File: src/rtl/md5_pkg.sv
// ----------------------------------------------------------------------------
// md5_pkg
// Shared types, constants and round tables of the MD5 digest block.
// ----------------------------------------------------------------------------
package md5_pkg;

   localparam int QUEUE_DEPTH = 4;

   localparam logic [31:0] IV_A = 32'h67452301;
   localparam logic [31:0] IV_B = 32'hefcdab89;
   localparam logic [31:0] IV_C = 32'h98badcfe;
   localparam logic [31:0] IV_D = 32'h10325476;

   localparam logic [31:0] PAD_BYTE = 32'h00000080;

   typedef struct packed {
      logic [31:0] data;
      logic [2:0]  nbytes;
      logic        final_item;
   } md5_entry_type;

   function automatic logic [31:0] md5_sine(input logic [5:0] i);
      logic [31:0] k;
      unique case (i)
         6'd0:  k = 32'hd76aa478;  6'd1:  k = 32'he8c7b756;
         6'd2:  k = 32'h242070db;  6'd3:  k = 32'hc1bdceee;
         6'd4:  k = 32'hf57c0faf;  6'd5:  k = 32'h4787c62a;
         6'd6:  k = 32'ha8304613;  6'd7:  k = 32'hfd469501;
         6'd8:  k = 32'h698098d8;  6'd9:  k = 32'h8b44f7af;
         6'd10: k = 32'hffff5bb1;  6'd11: k = 32'h895cd7be;
         6'd12: k = 32'h6b901122;  6'd13: k = 32'hfd987193;
         6'd14: k = 32'ha679438e;  6'd15: k = 32'h49b40821;
         6'd16: k = 32'hf61e2562;  6'd17: k = 32'hc040b340;
         6'd18: k = 32'h265e5a51;  6'd19: k = 32'he9b6c7aa;
         6'd20: k = 32'hd62f105d;  6'd21: k = 32'h02441453;
         6'd22: k = 32'hd8a1e681;  6'd23: k = 32'he7d3fbc8;
         6'd24: k = 32'h21e1cde6;  6'd25: k = 32'hc33707d6;
         6'd26: k = 32'hf4d50d87;  6'd27: k = 32'h455a14ed;
         6'd28: k = 32'ha9e3e905;  6'd29: k = 32'hfcefa3f8;
         6'd30: k = 32'h676f02d9;  6'd31: k = 32'h8d2a4c8a;
         6'd32: k = 32'hfffa3942;  6'd33: k = 32'h8771f681;
         6'd34: k = 32'h6d9d6122;  6'd35: k = 32'hfde5380c;
         6'd36: k = 32'ha4beea44;  6'd37: k = 32'h4bdecfa9;
         6'd38: k = 32'hf6bb4b60;  6'd39: k = 32'hbebfbc70;
         6'd40: k = 32'h289b7ec6;  6'd41: k = 32'heaa127fa;
         6'd42: k = 32'hd4ef3085;  6'd43: k = 32'h04881d05;
         6'd44: k = 32'hd9d4d039;  6'd45: k = 32'he6db99e5;
         6'd46: k = 32'h1fa27cf8;  6'd47: k = 32'hc4ac5665;
         6'd48: k = 32'hf4292244;  6'd49: k = 32'h432aff97;
         6'd50: k = 32'hab9423a7;  6'd51: k = 32'hfc93a039;
         6'd52: k = 32'h655b59c3;  6'd53: k = 32'h8f0ccc92;
         6'd54: k = 32'hffeff47d;  6'd55: k = 32'h85845dd1;
         6'd56: k = 32'h6fa87e4f;  6'd57: k = 32'hfe2ce6e0;
         6'd58: k = 32'ha3014314;  6'd59: k = 32'h4e0811a1;
         6'd60: k = 32'hf7537e82;  6'd61: k = 32'hbd3af235;
         6'd62: k = 32'h2ad7d2bb;  default: k = 32'heb86d391;
      endcase
      return k;
   endfunction

   function automatic logic [4:0] md5_shift(input logic [5:0] i);
      logic [4:0] s;
      unique case ({i[5:4], i[1:0]})
         4'd0:  s = 5'd7;   4'd1:  s = 5'd12;  4'd2:  s = 5'd17;  4'd3:  s = 5'd22;
         4'd4:  s = 5'd5;   4'd5:  s = 5'd9;   4'd6:  s = 5'd14;  4'd7:  s = 5'd20;
         4'd8:  s = 5'd4;   4'd9:  s = 5'd11;  4'd10: s = 5'd16;  4'd11: s = 5'd23;
         4'd12: s = 5'd6;   4'd13: s = 5'd10;  4'd14: s = 5'd15;  default: s = 5'd21;
      endcase
      return s;
   endfunction

endpackage

File: src/rtl/md5_front.sv
// ----------------------------------------------------------------------------
// md5_front
// Classifies an incoming beat: saturates the byte count and masks idle bytes.
// ----------------------------------------------------------------------------
module md5_front (
   input  logic                  req_valid,
   output logic                  req_stall,
   input  logic [31:0]           req_data_word,
   input  logic [2:0]            req_valid_bytes,
   input  logic                  req_final_item,
   output logic                  push_valid,
   output md5_pkg::md5_entry_type push_entry,
   input  logic                  queue_full
);
   import md5_pkg::*;

   logic [2:0]  nbytes;
   logic [31:0] mask;

   always_comb begin
      nbytes = (req_valid_bytes > 3'd4 || !req_final_item) ? 3'd4 : req_valid_bytes;
      unique case (nbytes)
         3'd0:    mask = 32'h00000000;
         3'd1:    mask = 32'h000000ff;
         3'd2:    mask = 32'h0000ffff;
         3'd3:    mask = 32'h00ffffff;
         default: mask = 32'hffffffff;
      endcase
   end

   assign push_valid            = req_valid && !queue_full;
   assign req_stall             = queue_full;
   assign push_entry.data       = req_data_word & mask;
   assign push_entry.nbytes     = nbytes;
   assign push_entry.final_item = req_final_item;

endmodule

File: src/rtl/md5_queue.sv
// ----------------------------------------------------------------------------
// md5_queue
// Small FIFO that decouples the input side from the compression engine.
// ----------------------------------------------------------------------------
module md5_queue #(
   parameter int DEPTH = md5_pkg::QUEUE_DEPTH
) (
   input  logic                   clock,
   input  logic                   reset,
   input  logic                   push_valid,
   input  md5_pkg::md5_entry_type push_entry,
   output logic                   queue_full,
   input  logic                   pop,
   output logic                   pop_valid,
   output md5_pkg::md5_entry_type pop_entry
);
   import md5_pkg::*;

   localparam int IW = (DEPTH > 1) ? $clog2(DEPTH) : 1;
   localparam int CW = $clog2(DEPTH + 1);

   md5_entry_type mem_ff [DEPTH];
   logic [IW-1:0] wr_ff, wr_in, rd_ff, rd_in;
   logic [CW-1:0] cnt_ff, cnt_in;
   logic          do_push, do_pop;

   assign queue_full = (cnt_ff == CW'(DEPTH));
   assign pop_valid  = (cnt_ff != '0);
   assign pop_entry  = mem_ff[rd_ff];
   assign do_push    = push_valid && !queue_full;
   assign do_pop     = pop && pop_valid;

   always_comb begin
      wr_in  = wr_ff;
      rd_in  = rd_ff;
      cnt_in = cnt_ff;
      if (do_push) begin
         wr_in = (wr_ff == IW'(DEPTH - 1)) ? '0 : wr_ff + IW'(1);
      end
      if (do_pop) begin
         rd_in = (rd_ff == IW'(DEPTH - 1)) ? '0 : rd_ff + IW'(1);
      end
      if (do_push && !do_pop) begin
         cnt_in = cnt_ff + CW'(1);
      end else if (do_pop && !do_push) begin
         cnt_in = cnt_ff - CW'(1);
      end
   end

   always_ff @(posedge clock) begin
      if (reset) begin
         wr_ff  <= '0;
         rd_ff  <= '0;
         cnt_ff <= '0;
      end else begin
         wr_ff  <= wr_in;
         rd_ff  <= rd_in;
         cnt_ff <= cnt_in;
      end
      if (do_push) begin
         mem_ff[wr_ff] <= push_entry;
      end
   end

endmodule

File: src/rtl/md5_engine.sv
// ----------------------------------------------------------------------------
// md5_engine
// Block buffer, padding, one MD5 round per cycle and digest output.
// ----------------------------------------------------------------------------
module md5_engine (
   input  logic                   clock,
   input  logic                   reset,
   input  logic                   pop_valid,
   input  md5_pkg::md5_entry_type pop_entry,
   output logic                   pop,
   output logic                   rsp_valid,
   input  logic                   rsp_stall,
   output logic [31:0]            rsp_digest_word,
   output logic [1:0]             rsp_word_index,
   output logic                   rsp_last_word
);
   import md5_pkg::*;

   localparam logic [1:0] ST_IDLE = 2'd0;
   localparam logic [1:0] ST_RUN  = 2'd1;
   localparam logic [1:0] ST_ADD  = 2'd2;
   localparam logic [1:0] ST_OUT  = 2'd3;

   logic [1:0]  state_ff, state_in;
   logic [31:0] buf_ff [16];
   logic [3:0]  pos_ff, pos_in;
   logic [63:0] len_ff, len_in;
   logic [31:0] chain_ff [4];
   logic [31:0] chain_in [4];
   logic [31:0] sum [4];
   logic [31:0] a_ff, b_ff, c_ff, d_ff, a_in, b_in, c_in, d_in;
   logic [5:0]  rnd_ff, rnd_in;
   logic        fin_ff, fin_in, blk_ff, blk_in, two_ff, two_in;
   logic [31:0] fword_ff, fword_in;
   logic [6:0]  used_ff, used_in, used_new;
   logic [1:0]  idx_ff, idx_in;
   logic        ovalid_ff, ovalid_in;
   logic        buf_we;

   logic [3:0]  g;
   logic [4:0]  j, len_lo, len_hi;
   logic [31:0] f, m, t, rot, b_new;
   logic [63:0] rot_wide;
   logic [63:0] len_fin;

   // message schedule index and boolean function
   always_comb begin
      unique case (rnd_ff[5:4])
         2'd0: begin
            g = rnd_ff[3:0];
            f = (b_ff & c_ff) | (~b_ff & d_ff);
         end
         2'd1: begin
            g = rnd_ff[3:0] * 4'd5 + 4'd1;
            f = (b_ff & d_ff) | (c_ff & ~d_ff);
         end
         2'd2: begin
            g = rnd_ff[3:0] * 4'd3 + 4'd5;
            f = b_ff ^ c_ff ^ d_ff;
         end
         default: begin
            g = rnd_ff[3:0] * 4'd7;
            f = c_ff ^ (b_ff | ~d_ff);
         end
      endcase
   end

   // padded block word
   always_comb begin
      j      = {blk_ff, g};
      len_lo = two_ff ? 5'd30 : 5'd14;
      len_hi = two_ff ? 5'd31 : 5'd15;
      if (!fin_ff) begin
         m = buf_ff[g];
      end else begin
         m = '0;
         if (!blk_ff && g < pos_ff) begin
            m = buf_ff[g];
         end
         if (j == {1'b0, pos_ff}) begin
            m = m | fword_ff;
         end
         if (j == used_ff[6:2]) begin
            m = m | (PAD_BYTE << {used_ff[1:0], 3'b000});
         end
         if (j == len_lo) begin
            m = len_ff[31:0];
         end
         if (j == len_hi) begin
            m = len_ff[63:32];
         end
      end
   end

   always_comb begin
      t        = a_ff + f + md5_sine(rnd_ff) + m;
      rot_wide = {t, t} << md5_shift(rnd_ff);
      rot      = rot_wide[63:32];
      b_new    = b_ff + rot;
      sum[0]   = chain_ff[0] + a_ff;
      sum[1]   = chain_ff[1] + b_ff;
      sum[2]   = chain_ff[2] + c_ff;
      sum[3]   = chain_ff[3] + d_ff;
      len_fin  = len_ff + {58'd0, pop_entry.nbytes, 3'b000};
      used_new = {1'b0, pos_ff, 2'b00} + {4'd0, pop_entry.nbytes};
   end

   assign pop = pop_valid && (state_ff == ST_IDLE);

   always_comb begin
      state_in  = state_ff;
      pos_in    = pos_ff;
      len_in    = len_ff;
      chain_in  = chain_ff;
      a_in      = a_ff;
      b_in      = b_ff;
      c_in      = c_ff;
      d_in      = d_ff;
      rnd_in    = rnd_ff;
      fin_in    = fin_ff;
      blk_in    = blk_ff;
      two_in    = two_ff;
      fword_in  = fword_ff;
      used_in   = used_ff;
      idx_in    = idx_ff;
      ovalid_in = ovalid_ff;
      buf_we    = 1'b0;
      unique case (state_ff)
         ST_IDLE: begin
            if (pop) begin
               a_in   = chain_ff[0];
               b_in   = chain_ff[1];
               c_in   = chain_ff[2];
               d_in   = chain_ff[3];
               rnd_in = '0;
               blk_in = 1'b0;
               if (!pop_entry.final_item) begin
                  buf_we = 1'b1;
                  fin_in = 1'b0;
                  len_in = len_ff + 64'd32;
                  if (pos_ff == 4'd15) begin
                     state_in = ST_RUN;
                  end else begin
                     pos_in = pos_ff + 4'd1;
                  end
               end else begin
                  fin_in   = 1'b1;
                  len_in   = len_fin;
                  fword_in = pop_entry.data;
                  used_in  = used_new;
                  two_in   = (used_new > 7'd55);
                  state_in = ST_RUN;
               end
            end
         end
         ST_RUN: begin
            a_in   = d_ff;
            b_in   = b_new;
            c_in   = b_ff;
            d_in   = c_ff;
            rnd_in = rnd_ff + 6'd1;
            if (rnd_ff == 6'd63) begin
               state_in = ST_ADD;
            end
         end
         ST_ADD: begin
            chain_in = sum;
            if (!fin_ff) begin
               pos_in   = '0;
               state_in = ST_IDLE;
            end else if (!blk_ff && two_ff) begin
               blk_in   = 1'b1;
               a_in     = sum[0];
               b_in     = sum[1];
               c_in     = sum[2];
               d_in     = sum[3];
               rnd_in   = '0;
               state_in = ST_RUN;
            end else begin
               idx_in    = '0;
               ovalid_in = 1'b1;
               state_in  = ST_OUT;
            end
         end
         default: begin
            if (!rsp_stall) begin
               if (idx_ff == 2'd3) begin
                  ovalid_in   = 1'b0;
                  chain_in[0] = IV_A;
                  chain_in[1] = IV_B;
                  chain_in[2] = IV_C;
                  chain_in[3] = IV_D;
                  len_in      = '0;
                  pos_in      = '0;
                  state_in    = ST_IDLE;
               end else begin
                  idx_in = idx_ff + 2'd1;
               end
            end
         end
      endcase
   end

   always_ff @(posedge clock) begin
      if (reset) begin
         state_ff    <= ST_IDLE;
         pos_ff      <= '0;
         len_ff      <= '0;
         chain_ff[0] <= IV_A;
         chain_ff[1] <= IV_B;
         chain_ff[2] <= IV_C;
         chain_ff[3] <= IV_D;
         ovalid_ff   <= 1'b0;
         idx_ff      <= '0;
      end else begin
         state_ff  <= state_in;
         pos_ff    <= pos_in;
         len_ff    <= len_in;
         chain_ff  <= chain_in;
         ovalid_ff <= ovalid_in;
         idx_ff    <= idx_in;
      end
      a_ff     <= a_in;
      b_ff     <= b_in;
      c_ff     <= c_in;
      d_ff     <= d_in;
      rnd_ff   <= rnd_in;
      fin_ff   <= fin_in;
      blk_ff   <= blk_in;
      two_ff   <= two_in;
      fword_ff <= fword_in;
      used_ff  <= used_in;
      if (buf_we) begin
         buf_ff[pos_ff] <= pop_entry.data;
      end
   end

   assign rsp_valid       = ovalid_ff;
   assign rsp_digest_word = chain_ff[idx_ff];
   assign rsp_word_index  = idx_ff;
   assign rsp_last_word   = (idx_ff == 2'd3);

endmodule

File: src/rtl/md5_message_digest.sv
// ----------------------------------------------------------------------------
// md5_message_digest
// MD5 digest of a little-endian word stream, four digest words per message.
// ----------------------------------------------------------------------------
// Message words enter a small queue and are drained by the compression engine,
// which runs one MD5 round per cycle. The engine takes a non-final word only
// while idle, and every sixteenth word starts a compression of 64 rounds plus
// the chaining add. A final word is followed by one padded block or two, then
// four digest beats follow, one per cycle while the receiver does not stall.
// The queue absorbs words while a compression is running.
module md5_message_digest #(
   parameter int QUEUE_DEPTH = md5_pkg::QUEUE_DEPTH
) (
   input  logic        clock,
   input  logic        reset,
   input  logic        req_valid,
   output logic        req_stall,
   input  logic [31:0] req_data_word,
   input  logic [2:0]  req_valid_bytes,
   input  logic        req_final_item,
   output logic        rsp_valid,
   input  logic        rsp_stall,
   output logic [31:0] rsp_digest_word,
   output logic [1:0]  rsp_word_index,
   output logic        rsp_last_word
);
   import md5_pkg::*;

   logic          push_valid, queue_full, pop, pop_valid;
   md5_entry_type push_entry, pop_entry;

   md5_front u_front (
      .req_valid       (req_valid),
      .req_stall       (req_stall),
      .req_data_word   (req_data_word),
      .req_valid_bytes (req_valid_bytes),
      .req_final_item  (req_final_item),
      .push_valid      (push_valid),
      .push_entry      (push_entry),
      .queue_full      (queue_full)
   );

   md5_queue #(.DEPTH(QUEUE_DEPTH)) u_queue (
      .clock      (clock),
      .reset      (reset),
      .push_valid (push_valid),
      .push_entry (push_entry),
      .queue_full (queue_full),
      .pop        (pop),
      .pop_valid  (pop_valid),
      .pop_entry  (pop_entry)
   );

   md5_engine u_engine (
      .clock           (clock),
      .reset           (reset),
      .pop_valid       (pop_valid),
      .pop_entry       (pop_entry),
      .pop             (pop),
      .rsp_valid       (rsp_valid),
      .rsp_stall       (rsp_stall),
      .rsp_digest_word (rsp_digest_word),
      .rsp_word_index  (rsp_word_index),
      .rsp_last_word   (rsp_last_word)
   );

`ifndef SYNTHESIS
   a_index_steps: assert property (@(posedge clock) disable iff (reset)
      rsp_valid && !rsp_stall && !rsp_last_word |=>
         rsp_valid && rsp_word_index == $past(rsp_word_index) + 2'd1)
      else $error("digest word index did not advance");

   a_done_after_last: assert property (@(posedge clock) disable iff (reset)
      rsp_valid && !rsp_stall && rsp_last_word |=> !rsp_valid)
      else $error("digest beats continue after last word");

   a_no_pop_while_out: assert property (@(posedge clock) disable iff (reset)
      rsp_valid |-> !pop)
      else $error("queue drained while digest pending");
`endif

endmodule
File: config.mk
export PLATFORM = sky130hd
export DESIGN_NAME = md5_message_digest
export DESIGN_NICKNAME = d
export VERILOG_FILES = /design/src/rtl/md5_pkg.sv /design/src/rtl/md5_front.sv /design/src/rtl/md5_queue.sv /design/src/rtl/md5_engine.sv /design/src/rtl/md5_message_digest.sv
export SDC_FILE = /design/constraint.sdc
export NUM_CORES = 2
export LEC_CHECK = 0
export ABC_AREA = 1
export BUFFER_PORTS_ARGS = -buffer_cell sky130_fd_sc_hd__buf_2
export CORE_MARGIN = 8
export CORE_UTILIZATION = 50
export CTS_CLUSTER_SIZE = 16
export DETAILED_ROUTE_END_ITERATION = 10
export PLACE_DENSITY = 0.73
export SYNTH_ARGS = -nofsm -noshare
export SYNTH_HDL_FRONTEND = slang
export SYNTH_HIERARCHICAL = 1
export SYNTH_SLANG_ARGS = --single-unit
export TNS_END_PERCENT = 20
File: constraint.sdc
create_clock -name clock -period 8.95 [get_ports clock]
set_input_delay 0 -clock clock [delete_from_list [all_inputs] [get_ports clock]]
set_output_delay 0 -clock clock [all_outputs]
set_load 0.05 [all_outputs]
# Yosys cells after proc, flatten, opt, wreduce, memory -nomap -nowiden
# Memories as Yosys holds them, arrays and structs flattened. A register that Yosys moved wholly into a read port is not among the register bits.
# Cells that the tools add are included.
# Widths: inputs -> output; s select.
# totals
output_inout_bits	37
latchBits	0
ramBits	656
n_memories	4
regBits	384
mem_bits_ro	2128
wordCells	233
# mem_list
name	depth	width	rd	rd_ports_with_merged_regs	wr	line	source
(no name shown)	64	32	1	1	0	md5_pkg.sv:24	unique case (i)
u_engine.buf_ff	16	32	1	0	1	md5_engine.sv:25	logic [31:0] buf_ff [16];
u_queue.mem_ff	4	36	1	1	1	md5_queue.sv:22	md5_entry_type mem_ff [DEPTH];
(no name shown)	16	5	1	1	0	md5_pkg.sv:63	unique case ({i[5:4], i[1:0]})
# classes
multipliers	3
add_sub_neg	20
order_cmp	4
eq_ne	31
bitwise	19
div	0
shifts	2
muxes	91
reduce_logical	37
# op_table
operator	n
$mux 32	22
$pmux 32 s3	5
$add 32x32->32	8
$mux 128	2
$mux 64	4
$pmux 128 s2	1
$and 32x32->32	5
$or 32x32->32	5
$pmux 32 s4	1
$pmux 64 s2	1
$xor 32x32->32	3
$add 64x6->64	1
$add 64x6->64 const B	1
$bmux 32 s2	1
$not 32->32	2
$shl 64x5->64	1
$mux 2	16
$shl 8x5->32 const A	1
$mux 4	7
$mux 6	4
$pmux 4 s3	2
$pmux 6 s3	1
$eq 5x5->1	3
$mux 1	15
47 further kinds	95

# Longest topological paths before layout
# logic_depth
depth_word	19
ltp_mapped	69
ltp_nobuf	66

# Modules after synthesis
# The synthesis kept the hierarchy.
# by_module_without_submodules
mod	cells_per_inst	area_per_inst_um2	n_inst
md5_engine	6760	56292.7	1
md5_queue	418	5873.1	1
md5_front	78	336.6	1

# Worst setup path after synthesis
# Ideal clock, no wire load.
# synth_timing
path_type	register -> register
startpoint	register u_engine.rnd_ff[0]
endpoint	register u_engine.b_ff[24] (data pin)
n_path_buf	3
path_stages_with_launch	58
period_less_slack_ns	9.884
path_slack_ns	-0.934
required_ns	8.678
arrival_time_ns	9.613
cell_sequence	edfxtp_1 > buf_4 > inv_1 > fa_1 > inv_1 > ha_1 > or2_1 > nand2_4 > inv_4 > clkbuf_1 > ha_1 > nand2_1 > a21oi_1 > nor4_1 > inv_1 > clkbuf_1 > o21ai_0 > o211ai_1 > (+22 left out) > o21ai_0 > ha_1 > fa_1 > nand3_1 > nor2_1 > nor2_1 > o21ai_1 > a21boi_0 > o21ai_1 > a21oi_1 > inv_1 > a21oi_1 > o21ai_1 > a31oi_1 > o21ai_0 > or2_1 > nand3_1 > a31oi_1
# synth_between
elab_chain_len	19
# synth_rtl
element	line	source
start, declared	md5_engine.sv:32	logic [5:0] rnd_ff, rnd_in;
start signal, assigned	md5_engine.sv:227	rnd_ff <= rnd_in;
$mul 4x2->4 or $mul 4x3->4 (tied branches)	md5_engine.sv:58, md5_engine.sv:54	
$add 4x3->4 or $add 4x1->4 (tied branches)	md5_engine.sv:58, md5_engine.sv:54	
$pmux 4 s3 *	md5_engine.sv:48	unique case (rnd_ff[5:4])
$lt 4x4->1	md5_engine.sv:77	if (!blk_ff && g < pos_ff) begin
$logic_and 1x1->1	md5_engine.sv:77	
$mux 32	md5_engine.sv:77	
$mux 32	md5_engine.sv:73	if (!fin_ff) begin
$or 32x32->32	md5_engine.sv:81	m = m | fword_ff;
(+4 left out)	n/a	
$mux 32	md5_engine.sv:86	if (j == len_lo) begin
$mux 32	md5_engine.sv:89	if (j == len_hi) begin
$mux 32 *	md5_engine.sv:73	
$add 32x32->32 *	md5_engine.sv:96	t = a_ff + f + md5_sine(rnd_ff) + m;
$shl 64x5->64 *	md5_engine.sv:97	rot_wide = {t, t} << md5_shift(rnd_ff);
$add 32x32->32 *	md5_engine.sv:99	b_new = b_ff + rot;
$pmux 32 s3 *	md5_engine.sv:128	unique case (state_ff)
named net u_engine.b_in[24]	md5_engine.sv:31	logic [31:0] a_ff, b_ff, c_ff, d_ff, a_in, b_in, c_in, d_in;
end signal, assigned	md5_engine.sv:224	b_ff <= b_in;
end, declared	md5_engine.sv:31	
# The timed path passes the listed nets; every way through them passes the cells marked *. The select of a mux whose other input is x is not followed.
# A chain may end at the register's enable or synchronous reset.

# Worst setup path in the final report
# Same ends and word-level chain as after synthesis.

==> flow_metrics.py <==
metrics = {
    "worst_hold_path": {
        "worstHoldStart": "reset",
        "hold_path.class": "input port to register",
        "end_point_of_the_worst_hold_path": "u_queue/cnt_ff[0]$_SDFFE_PP0P_",
        "hold_path_depth": 3,
    },
    "setup_path": {
        "cpMostUsedCell": "buf_4",
        "criticalPathCategory": "register to register",
        "worst_path_max_delay_cell": "fa_1",
        "worstSetupEndpointType": "register",
        "worst-path-max-fanout": 9,
        "worstSetupStartpointType": "register",
        "r2r-start": "u_engine/rnd_ff[0]$_DFFE_PP_",
        "timing.reg2reg.setup_slack_ns": -0.51,
        "cp_slowest_stage_delay_ns": 0.56,
        "cp_data_arrival_time_ns": 9.91,
        "reg2reg_to": "u_engine/b_ff[24]$_DFFE_PP_",
        "worst-r2r-cell-count": 54,
        "crit_required_ns": 9.40,
    },
    "logic_synthesis": {
        "seq_area_frac_synth_pct": 47.8,
        "netlist-cell-type-count": 74,
        "post-synth-top-area-fraction_pct": 40.0,
        "mappedNetlistArea_sq_mm": 0.0625,
        "synth.avg_cell_area_sq_um": 8.61,
        "synth_enable_flop_cells": 832,
        "ys.flop_type": "edfxtp_1",
        "synth.ff_latch_count": 1076,
        "synth-async-reset-ratio_pct": 0,
        "synthesis.nets": 7610,
        "cell_type_with_the_highest_aggregate_area_in_the_netlist": "edfxtp_1",
        "yosys.cell_count.top_type": "nand2_1",
        "post_synth_most_frequent_cells": "nand2_1 (1128), nor2_1 (855), edfxtp_1 (832), a21oi_1 (794), inv_1 (627)",
        "synth_area_leaders": "edfxtp_1 (40%), dfxtp_1 (7.8%), nand2_1 (6.8%)",
        "yosysWarningCount": 6,
        "synthesis.instances": 7256,
    },
    "clock_network": {
        "clock_transition_at_the_registers_of_the_reported_paths_ns": 0.06,
        "h-tree-depth": 3,
        "clk_latency_ns": 0.78,
        "library_cell_used_as_clock_root_buffer": "clkbuf_16",
        "numCtsBuffers": 112,
        "clock-sinks": 1076,
        "clock_tree.buffer_depth": 3,
        "cts_tree": "built",
    },
    "placement": {
        "detailedPlacementHpwl_um": 161000,
        "preCtsSetupSlack_ns": -1.00,
        "gp_routability_congestion": 1.02,
        "io_buffers": 76,
        "dp_cells": 9236,
    },
    "floorplanning": {
        "core_region_area_sq_mm": 0.124,
        "dieWidth_um": 370,
        "floorplan.io_pins": 77,
        "initial_utilization_pct": 50.4,
        "die_y_um": 370,
        "std_cell_rows": 129,
        "die_area_sq_mm": 0.137,
    },
    "routing": {
        "vias_per_cell": 6.16,
        "routed-via-count": 58931,
        "drt.antenna.violating_nets": 0,
        "detail_route.wl_per_cell_um": 24.4,
        "drt-total-wl_um": 233000,
        "drt_pre_antenna_iters": 8,
        "dr.first_iter.drc_count": 6777,
        "remaining_drc_errors": 0,
    },
    "timing": {
        "worst-slew-pin-transition_ns": 1.43,
        "slew_violations": 0,
        "maxSlewHeadroom_pct": 4.87,
        "post-route-period-util_pct": 106,
        "worst_clock_skew_ns": 0.0773,
        "rsz0062_at_grt": "true",
        "period_minus_slack_ns": 9.46,
        "setup_viol_count_final": 21,
        "finalWorstSetupSlack_ns": -0.508,
        "final-hold-violation-count": 0,
        "clock.fmax_mhz": 106,
    },
    "grt": {
        "globalRoute.totalOverflow": 0,
        "globalRouteTotalUtil_pct": 32.6,
        "grt_antenna_before_repair": 5,
        "global_route_wire_length_before_repair_um": 344000,
        "via_count_of_the_first_global_routing_pass": 56408,
        "maximum_number_of_pins_on_one_net_before_global_route_repair": 183,
    },
    "outcome": {
        "failing_checks": "negative setup slack",
        "status": "finished with violations",
    },
    "cells_and_area": {
        "syn_to_final_growth_pct": 20.4,
        "layout_cell_share_with_drive_strength_beyond_1_pct": 17.7,
        "nets": 8180,
        "stdcell_count": 9564,
        "final_core_utilization_pct": 60.7,
    },
    "job": {
        "max_cap_viol_count": 0,
    },
}
[sequential cells by signal, summed over array words and instances (netlist names), 3 cells and up, named ones only]
signal / count
u_engine/fword_ff: 32
u_engine/buf_ff: 512
u_engine/len_ff: 61
u_queue/mem_ff: 144
u_engine/a_ff: 32
u_engine/pos_ff: 4
u_engine/chain_ff: 128
u_engine/c_ff: 32
u_engine/b_ff: 32
u_queue/cnt_ff: 3
u_engine/rnd_ff: 6
u_engine/used_ff: 7
u_engine/d_ff: 32
[worst max-delay path by stage]
stage | from | end | slack [ns] | cells past startpoint
after floorplan | u_engine/rnd_ff[0]$_DFFE_PP_ | u_engine/b_ff[24]$_DFFE_PP_ | -0.15 | 57
after global placement | u_engine/rnd_ff[0]$_DFFE_PP_ | u_engine/b_ff[24]$_DFFE_PP_ | -0.78 | 58
after detailed placement | u_engine/rnd_ff[0]$_DFFE_PP_ | u_engine/b_ff[24]$_DFFE_PP_ | -1.00 | 58
after CTS | u_engine/rnd_ff[0]$_DFFE_PP_ | u_engine/b_ff[24]$_DFFE_PP_ | -0.52 | 60
after global routing | u_engine/rnd_ff[0]$_DFFE_PP_ | u_engine/b_ff[24]$_DFFE_PP_ | -0.98 | 59
final | u_engine/rnd_ff[0]$_DFFE_PP_ | u_engine/b_ff[24]$_DFFE_PP_ | -0.51 | 54
[metal layers]
metal / vias up / share of wire, % / track usage [%]
met4: 2 / 6.5 / 17.8
met5: - / 0.0056 / 0
met1: 27870 / 37 / 41.0
met2: 3535 / 45 / 52.4
met3: 788 / 11 / 7.14
li1: 26736 / - / -
[cell type report]
type | count | area [sq um]
multi-input cells | 5177 | 30300
diodes | 3 | 7.51
clock inverters | 65 | 940
fillers | 10292 | 48700
well taps | 1637 | 2050
inverters | 652 | 2490
flip-flops and latches | 1076 | 29900
repair buffers | 807 | 6470
clock buffers | 147 | 3090
[placed cells by master, fill, tap and decap left out, types with 29 or more instances in the layout]
cell / count
o22ai_1: 116
edfxtp_1: 832
a21oi_1: 762
nand2_2: 44
xnor2_1: 34
inv_1: 592
o31ai_1: 49
nor2_1: 826
dlygate4sd3_1: 43
buf_12: 37
nand3_2: 60
buf_2: 76
clkbuf_16: 114
o21ai_0: 484
o21ai_2: 53
o211ai_1: 104
a31oi_1: 47
nor4_1: 31
fa_1: 68
inv_2: 42
nand3_1: 318
nor3_1: 95
a22oi_1: 89
buf_4: 645
nand4_1: 34
a21oi_2: 29
o21ai_1: 164
or2_2: 59
nand2_1: 1089
o311ai_0: 34
xor2_1: 59
dfxtp_1: 242
ha_1: 214
[what timing repair did]
| item | CTS | global route |
|---|---|---|
| pin swaps | 91 | 86 |
| hold buffers | 43 | 0 |
| cloned | 1 | 1 |
| endpoints found under the hold margin | 172 | 0 |
| gates resized for setup | 164 | 190 |
| setup endpoints to repair | 23 | 29 |
| buffers inserted | 38 | 29 |
[critical path: cells and delay by family (launching register included)]
family,cells,cell delay (ns)
AND/OR/NAND/NOR,18,2.05
adder cells (fa/ha/maj),6,2.33
AO/OA/AOI/OAI,17,2.90
flip-flops,1,0.45
XOR/XNOR,1,0.18
buffers and inverters,12,1.28
[metrics by stage]
| step | area, sq um | hold slack [ns] | setup TNS, ns |
|---|---|---|---|
| 6_report | 75200 | 0.113 | -5.61 |
| 5_1_grt | 75200 | 0.116 | -16.17 |
| 4_1_cts | 74200 | 0.0564 | -4.51 |
| 3_5_place_dp | 68900 | 0.295 | -11.57 |
| 3_3_place_gp | 68900 | 0.286 | -7.33 |
| 2_1_floorplan | 62700 | 0.0724 | -0.154 |
[cell families (layout without fill, tap and decap cells)]
kind of cell    count (synthesis)  in the layout  share of synthesized area, %
buf+inv                      1003           1671                          6.42
flops                        1076           1076                          47.8
fa+ha+maj                     314            314                          7.14
mux                             8              8                         0.128
other cells                     0              3                             0
xor+xnor                       99             99                          1.39
simple gates                 2646           2646                          17.8
compound gates               2110           2110                          19.3
Power is not shown: default switching activity piles up to over one toggle a cycle in this logic, so the estimate is an artifact.
